==> src/hw/rtl/esc_pkg.sv <==
// types, constants and character class functions for the expression syntax checker
`default_nettype none
package esc_pkg;

  localparam int unsigned CharW  = 8;
  localparam int unsigned DepthW = 8;
  localparam int unsigned NameW  = 40;
  localparam int unsigned NCntW  = 3;
  localparam int unsigned DotW   = 2;
  localparam int unsigned CntW   = 8;
  localparam int unsigned MaskW  = 6;
  localparam int unsigned AddrW  = 3;
  localparam int unsigned DataW  = 32;
  localparam int unsigned NumFn  = 9;

  localparam logic [CntW-1:0]   LimitReset = 8'd255;
  localparam logic [CntW-1:0]   CntMax     = 8'd255;
  localparam logic [DepthW-1:0] DepthMax   = 8'd255;
  localparam logic [NCntW-1:0]  NameStore  = 3'd5;
  localparam logic [NCntW-1:0]  NameMax    = 3'd7;
  localparam logic [DotW-1:0]   DotMax     = 2'd2;

  // fail mask bit positions
  localparam int unsigned FailLen   = 0;
  localparam int unsigned FailAlpha = 1;
  localparam int unsigned FailBrack = 2;
  localparam int unsigned FailSign  = 3;
  localparam int unsigned FailFunc  = 4;
  localparam int unsigned FailNum   = 5;

  // register index of the length limit
  localparam logic RegLimit = 1'b0;

  localparam logic [CharW-1:0] ChOpen  = 8'h28;
  localparam logic [CharW-1:0] ChClose = 8'h29;
  localparam logic [CharW-1:0] ChDot   = 8'h2e;
  localparam logic [CharW-1:0] ChX     = 8'h78;

  // function names, first letter in the low byte
  localparam logic [NumFn-1:0][NameW-1:0] FnNames = {
    40'h0000676f6c,  // log
    40'h0000006e6c,  // ln
    40'h0074727173,  // sqrt
    40'h006e617461,  // atan
    40'h006e697361,  // asin
    40'h00736f6361,  // acos
    40'h00006e6174,  // tan
    40'h00006e6973,  // sin
    40'h0000736f63   // cos
  };

  typedef struct packed {
    logic [CharW-1:0]  prev_char;
    logic [DepthW-1:0] depth;
    logic [NameW-1:0]  letters;
    logic [NCntW-1:0]  name_count;
    logic [DotW-1:0]   dot_count;
    logic [CntW-1:0]   char_count;
    logic [MaskW-1:0]  viol;
  } esc_state_t;

  function automatic logic is_alpha(input logic [CharW-1:0] c);
    logic r;
    case (c) inside
      ".", ["0":"9"], "(", ")", "+", "~", "-", "*", "/", "^", "%",
      "a", "c", "g", "i", "l", "n", "o", "q", "r", "s", "t", "x": r = 1'b1;
      default: r = 1'b0;
    endcase
    return r;
  endfunction

  function automatic logic is_sign(input logic [CharW-1:0] c);
    logic r;
    case (c) inside
      "+", "-", "*", "/", "^", "%": r = 1'b1;
      default: r = 1'b0;
    endcase
    return r;
  endfunction

  function automatic logic is_digit(input logic [CharW-1:0] c);
    logic r;
    case (c) inside
      ["0":"9"]: r = 1'b1;
      default: r = 1'b0;
    endcase
    return r;
  endfunction

  function automatic logic is_letter(input logic [CharW-1:0] c);
    logic r;
    case (c) inside
      "a", "c", "g", "i", "l", "n", "o", "q", "r", "s", "t": r = 1'b1;
      default: r = 1'b0;
    endcase
    return r;
  endfunction

  // letters that may open a function name
  function automatic logic is_fn_head(input logic [CharW-1:0] c);
    logic r;
    case (c) inside
      "c", "s", "t", "a", "l": r = 1'b1;
      default: r = 1'b0;
    endcase
    return r;
  endfunction

  function automatic logic fn_match(input logic [NameW-1:0] letters);
    logic r;
    r = 1'b0;
    for (int f = 0; f < NumFn; f++) begin
      if (letters == FnNames[f]) r = 1'b1;
    end
    return r;
  endfunction

endpackage
`default_nettype wire

==> src/hw/rtl/esc_rules.sv <==
// per-character syntax rules and next expression state
`default_nettype none
module esc_rules (
  input  wire esc_pkg::esc_state_t          st_i,
  input  wire logic [esc_pkg::CharW-1:0]    ch_i,
  input  wire logic [esc_pkg::CntW-1:0]     limit_i,
  output esc_pkg::esc_state_t               st_o,
  output logic      [esc_pkg::MaskW-1:0]    final_mask_o
);

  logic [esc_pkg::CharW-1:0] p;
  logic                      has_prev;
  logic                      prev_first;
  logic [esc_pkg::MaskW-1:0] hit;
  logic [esc_pkg::MaskW-1:0] mid_mask;
  logic [esc_pkg::DotW-1:0]  dot_inc;

  assign p          = st_i.prev_char;
  assign has_prev   = (st_i.char_count != '0);
  assign prev_first = (st_i.char_count == esc_pkg::CntW'(1));

  always_comb begin
    hit  = '0;
    st_o = st_i;
    dot_inc = st_i.dot_count;

    hit[esc_pkg::FailAlpha] = !esc_pkg::is_alpha(ch_i);

    if (has_prev) begin
      if (ch_i == esc_pkg::ChOpen && (p == esc_pkg::ChDot || p == esc_pkg::ChClose ||
          esc_pkg::is_digit(p) || p == esc_pkg::ChX))
        hit[esc_pkg::FailBrack] = 1'b1;
      if (ch_i == esc_pkg::ChClose && (p == esc_pkg::ChDot || p == esc_pkg::ChOpen ||
          esc_pkg::is_sign(p)))
        hit[esc_pkg::FailBrack] = 1'b1;
      if (!prev_first && p == esc_pkg::ChOpen && (ch_i == esc_pkg::ChDot ||
          ch_i == esc_pkg::ChClose || esc_pkg::is_sign(ch_i)))
        hit[esc_pkg::FailBrack] = 1'b1;
      if (!prev_first && p == esc_pkg::ChClose && (ch_i == esc_pkg::ChDot ||
          ch_i == esc_pkg::ChOpen || esc_pkg::is_digit(ch_i) || ch_i == esc_pkg::ChX ||
          esc_pkg::is_fn_head(ch_i)))
        hit[esc_pkg::FailBrack] = 1'b1;
      if (esc_pkg::is_sign(p) && esc_pkg::is_sign(ch_i))
        hit[esc_pkg::FailSign] = 1'b1;
      if (esc_pkg::is_digit(ch_i) && (p == esc_pkg::ChClose || p == esc_pkg::ChX))
        hit[esc_pkg::FailNum] = 1'b1;
      if (esc_pkg::is_digit(p) && (ch_i == esc_pkg::ChOpen || ch_i == esc_pkg::ChX ||
          esc_pkg::is_fn_head(ch_i)))
        hit[esc_pkg::FailNum] = 1'b1;
      if (ch_i == esc_pkg::ChX && (p == esc_pkg::ChX || p == esc_pkg::ChClose ||
          esc_pkg::is_digit(p)))
        hit[esc_pkg::FailNum] = 1'b1;
      if (p == esc_pkg::ChX && (ch_i == esc_pkg::ChOpen || esc_pkg::is_digit(ch_i) ||
          esc_pkg::is_fn_head(ch_i)))
        hit[esc_pkg::FailNum] = 1'b1;
    end

    // bracket depth
    if (ch_i == esc_pkg::ChOpen) begin
      if (st_i.depth != esc_pkg::DepthMax) st_o.depth = st_i.depth + 1'b1;
    end else if (ch_i == esc_pkg::ChClose) begin
      if (st_i.depth == '0) hit[esc_pkg::FailBrack] = 1'b1;
      else st_o.depth = st_i.depth - 1'b1;
    end

    // function name letters
    if (esc_pkg::is_letter(ch_i)) begin
      if (st_i.name_count < esc_pkg::NameStore)
        st_o.letters = st_i.letters |
                       ({{(esc_pkg::NameW-esc_pkg::CharW){1'b0}}, ch_i} << {st_i.name_count, 3'b000});
      if (st_i.name_count != esc_pkg::NameMax) st_o.name_count = st_i.name_count + 1'b1;
    end else if (st_i.name_count != '0) begin
      if (ch_i != esc_pkg::ChOpen || !esc_pkg::fn_match(st_i.letters))
        hit[esc_pkg::FailFunc] = 1'b1;
      st_o.letters    = '0;
      st_o.name_count = '0;
    end

    // dots in a number
    if (ch_i == esc_pkg::ChDot) begin
      if (st_i.dot_count != esc_pkg::DotMax) dot_inc = st_i.dot_count + 1'b1;
      if (dot_inc > esc_pkg::DotW'(1)) hit[esc_pkg::FailNum] = 1'b1;
      st_o.dot_count = dot_inc;
    end else if (!esc_pkg::is_digit(ch_i)) begin
      st_o.dot_count = '0;
    end

    if (st_i.char_count != esc_pkg::CntMax) st_o.char_count = st_i.char_count + 1'b1;
    st_o.prev_char = ch_i;
    st_o.viol      = st_i.viol | hit;
  end

  assign mid_mask = st_i.viol | hit;

  // end of expression checks
  always_comb begin
    final_mask_o = mid_mask;
    if (st_o.depth != '0)            final_mask_o[esc_pkg::FailBrack] = 1'b1;
    if (st_o.name_count != '0)       final_mask_o[esc_pkg::FailFunc]  = 1'b1;
    if (st_o.char_count >= limit_i)  final_mask_o[esc_pkg::FailLen]   = 1'b1;
  end

endmodule
`default_nettype wire

==> config.mk <==
export PLATFORM = sky130hd
export DESIGN_NAME = esc_rules
export DESIGN_NICKNAME = d
export VERILOG_FILES = /design/src/hw/rtl/esc_pkg.sv /design/src/hw/rtl/esc_rules.sv
export SDC_FILE = /design/constraint.sdc
export NUM_CORES = 1
export LEC_CHECK = 0
export BUFFER_PORTS_ARGS = -buffer_cell sky130_fd_sc_hd__buf_2
export CAP_MARGIN = 15
export CORE_MARGIN = 2
export CORE_UTILIZATION = 47
export DETAILED_ROUTE_END_ITERATION = 10
export GPL_TIMING_DRIVEN = 0
export PLACE_DENSITY = 0.9
export SLEW_MARGIN = 20
export SYNTH_ARGS = -nofsm -noshare
export SYNTH_HDL_FRONTEND = slang
export SYNTH_SLANG_ARGS = --single-unit
export TNS_END_PERCENT = 50
==> constraint.sdc <==
create_clock -name vclk -period 5.54
set_input_delay 0.554 -clock vclk [all_inputs]
set_output_delay 0.554 -clock vclk [all_outputs]
set_load 0.02 [all_outputs]
## Yosys cells after proc, flatten, opt, wreduce, memory -nomap -nowiden

Cells that the tools add are included.

| storage, ports and cells | value |
|---|---|
| output and inout bits | 81 |
| register bits | 0 |
| input bits | 91 |
| word-level logic and storage cells | 165 |

| cells by class | value |
|---|---|
| shift-type cells | 1 |
| bitwise logic cells | 2 |
| multiplexer cells | 59 |
| magnitude comparators | 7 |
| eq/ne operators | 47 |
| add/sub/neg operators | 5 |
| reduce and logical (&&, ||, !) cells | 44 |

Operators by type and width:

| kind | number |
|---|---|
| 40-bit by 23-bit equality test with 1-bit output, second input constant | 4 |
| 40-bit by 31-bit equality test with 1-bit output, second input constant | 4 |
| 8-bit by 6-bit equality test with 1-bit output, second input constant | 16 |
| 8-bit by 7-bit equality test with 1-bit output, second input constant | 16 |
| 43-bit 2-to-1 mux | 2 |
| 1-bit 2-to-1 mux | 45 |
| 40-bit by 15-bit equality test with 1-bit output, second input constant | 1 |
| 40-bit 2-to-1 mux | 1 |
| 8-bit 2-to-1 mux | 5 |
| 40-bit OR | 1 |
| 8-bit by 6-bit << shifter with 40-bit output | 1 |
| 23-bit OR reduction | 1 |
| 1-bit logical OR | 18 |
| 8-bit by 1-bit adder with 8-bit output, second input constant | 2 |
| 8-bit by 6-bit >= comparator with 1-bit output, second input constant | 2 |
| 8-bit by 6-bit <= comparator with 1-bit output, second input constant | 2 |
| 8-bit != test, second input constant | 2 |
| 8-bit nonzero test | 2 |
| 1-bit logical AND | 13 |
| 6-bit OR reduction | 2 |
| 11-bit OR reduction | 1 |
| 2-bit 2-to-1 mux | 5 |
| 8-bit by 1-bit equality test with 1-bit output, second input constant | 1 |
| 8-bit >= comparator | 1 |
| 14 further kinds | 17 |

## Longest topological paths before layout

| depth | value |
|---|---|
| depth after elaboration | 19 |
| mapped depth | 15 |

## Least setup slack after synthesis

Ideal clock, no wire load.

| timing path | value |
|---|---|
| path type | input -> output |
| start point | in st_i[6] in the netlist's numbering |
| end point | out final_mask_o[0] in the netlist's numbering |
| slack | 1.859 ns |
| stages | 15 |
| data required time | 4.986 ns |
| arrival | 3.127 ns |
| path through | ha_1 and3_1 nand2_1 or2_2 clkbuf_1 xnor2_1 inv_1 ha_1 nand2b_1 a21o_1 a21o_1 a21oi_1 nor2b_1 o21ai_0 a21oi_1 |

RTL lines:

| element | RTL line | RTL |
|---|---|---|
| from (decl) | esc_rules.sv:4 | `input wire esc_pkg::esc_state_t st_i,` |
| to (decl) | esc_rules.sv:8 | `output logic [esc_pkg::MaskW-1:0] final_mask_o` |

==> key figures <==
Detailed routing
  – Routed WL: 9373 um
  – Via/cell ratio: 6.173
  – Detailed Route Iter0 Violations: 492
  – WL/cell: 15.60 um
  – Via count: approximately 3700
  – Routed Antenna Nets: 0
  – Drt drc: 0
  – 1st-pass router iterations: 5

Critical path
  – Worst-path maximum fanout: 10
  – Crit path max-delay cell type: nor4_1
  – Worst setup EP type: output port
  – CP Cell Sequence: buf_2, clkbuf_1, clkbuf_1, o2111ai_1, nor4_1, a22o_1, buf_2
  – Worst setup SP type: input port
  – Data required, critical path: approximately 5000 ps
  – CP Buf/Inv Count: 4
  – Max stage delay on crit path: just over 900 ps
  – Arr. time, crit path: 3390 ps
  – Critical path origin: ch_i[2]
  – Setup CP Type: in -> out
  – Cell family with most CP delay: buffers and inverters

Finish
  – Seq_cells: 0
  – Area grow syn2layout: 39.80%
  – Layout cells sized above 1: between 30% and 40%
  – Final net count: 644
  – Clkbuf count: 0
  – Total area of sequential cells: 0 um2
  – Layout Utilization: 69.61%
  – Commonest non-fill, non-tap cell in the layout: buf_2
  – Most frequent cells in the layout: buf_2 (172), a22o_1 (29), inv_1 (25), nor2_1 (23)
  – Filler Cells Inserted: 467
  – Post-Layout Cell Count: 601
  – ANT cells: 0

Floorplan
  – Die W: 75.44 um
  – Initial core utilization: 49.79%
  – DIE AREA: 5690 um2
  – Die height: ~75 um
  – Num ports: 172
  – Rows: 25
  – Core area: slightly below 5000 um2

Global routing
  – Global route overflow: 0
  – Largest net degree at the start of global routing: 11
  – Initial antenna violation count: 0
  – Vias in the first global route: 3054
  – Total track usage: 30.73%
  – First-pass GRT wire length: 14190 um

Logic synthesis
  – Synthesized Nets: between 400 and 500
  – Top-area cell type share of the netlist area: 10.59%
  – Mapped cell area: 2399 um2
  – Post-synthesis cell count: ~370
  – Synthesized area per cell: 6.571 um2
  – Yosys Warn Count: 0
  – Post-synthesis sequential area ratio: 0%
  – Top cells by area, synth: a22o_1 (11%), ha_1 (8.9%), nor4_1 (4.7%)
  – Yosys top cell by area: a22o_1
  – Synth cell types: 56

Placed design
  – Placed Cells incl. Taps: 601
  – Dpl hpwl: slightly below 8000 um
  – Gpl congestion: 1.057
  – Pre-CTS WS: about 1600 ps
  – PortBufs: about 170

STA
  – Crit path time final: 3942 ps
  – Unrepaired setup endpoints after global routing: no
  – Fin. Hold Viols: 0
  – Finish-stage setup viols: 0
  – Period utilization: roughly 70%
  – WHS: about 1300 ps
  – Setup total negative slack: 0 ps
  – Worst-margin pin slew: 1012 ps
  – Slew HR: 31.90%
  – Slew Viols, Final: 0
  – Peak Freq: 253.7 MHz
  – Final setup margin: 1598 ps

Flow run
  – MaxCap Viol Count: 0

Clocking
  – Resize count post-CTS: 0
  – Hold buffers post-CTS: 0
  – Setup Fix Bufs, Post-CTS: 0

Pwr
  – Pwr dens: around 70 nW/um2
  – Peak VDD IR: 0.00003821 V
  – Leakage: between 1.5 and 2 nW

Hold path
  – Worst hold path type: in -> out
  – Hold_sp: ch_i[1]

Outcome
  – Status: completed
## through the flow
stage	power [mW]	instance area [um2]
floorplan	0.1318	2399
global placement	0.2250	3328
detailed placement	0.2306	3341
CTS	0.2315	3341
global route	0.2564	3353
finish	0.2353	3353
## cell type report
class	instances	area [um2]	share of cell area, %
plain buffers	29	165.2	4.925
well taps	67	83.83	2.500
multi-input cells	311	2165	64.55
inverters	25	93.84	2.799
repair buffers	169	845.8	25.22
## kinds of logic (layout without fill, tap and decap cells)
kind of cell / after synthesis / in the layout / share of synthesized area (%)
XOR/XNOR: 3 / 3 / 1.096
AO/OA/AOI/OAI: 116 / 116 / 35.42
multiplexers: 1 / 1 / 0.4173
AND/OR/NAND/NOR: 174 / 174 / 43.40
buffers and inverters: 54 / 223 / 10.80
adder cells (fa/ha/maj): 17 / 17 / 8.868
## report_power, final
group	leakage (nW)	switching (mW)	internal, mW
clock	0	0	0
sequential	0	0	0
combinational	1.70	0.142	0.0928
total	1.70	0.142	0.0928
## synthesized netlist by cell type (7+ instances only)
cell / instances
a21oi_1: 11
and2_1: 7
nor2_1: 23
nor4_1: 18
a211oi_1: 8
clkbuf_1: 12
nand4_1: 9
nand3_1: 21
inv_1: 25
nor2b_1: 11
a22o_1: 29
nor3_1: 10
o21ai_0: 18
buf_4: 12
and3_1: 10
ha_1: 17
nand2_1: 21
a21o_1: 14
o21a_1: 8
## path summary, 6_finish.rpt
| kind | to | slack, ps | depth (start not counted) |
|---|---|---|---|
| max | st_o[53] | 1600 | 7 |
| min | st_o[68] | 1330 | 2 |
## layer usage
layer	vias up	part of all wire [%]	track usage [%]
li1	1761	-	-
met1	1656	38	37.90
met2	252	49	56.04
met3	41	8.5	2.778
met4	0	3.6	9.552
met5	-	0	0
(Power assumes the default switching activity.)
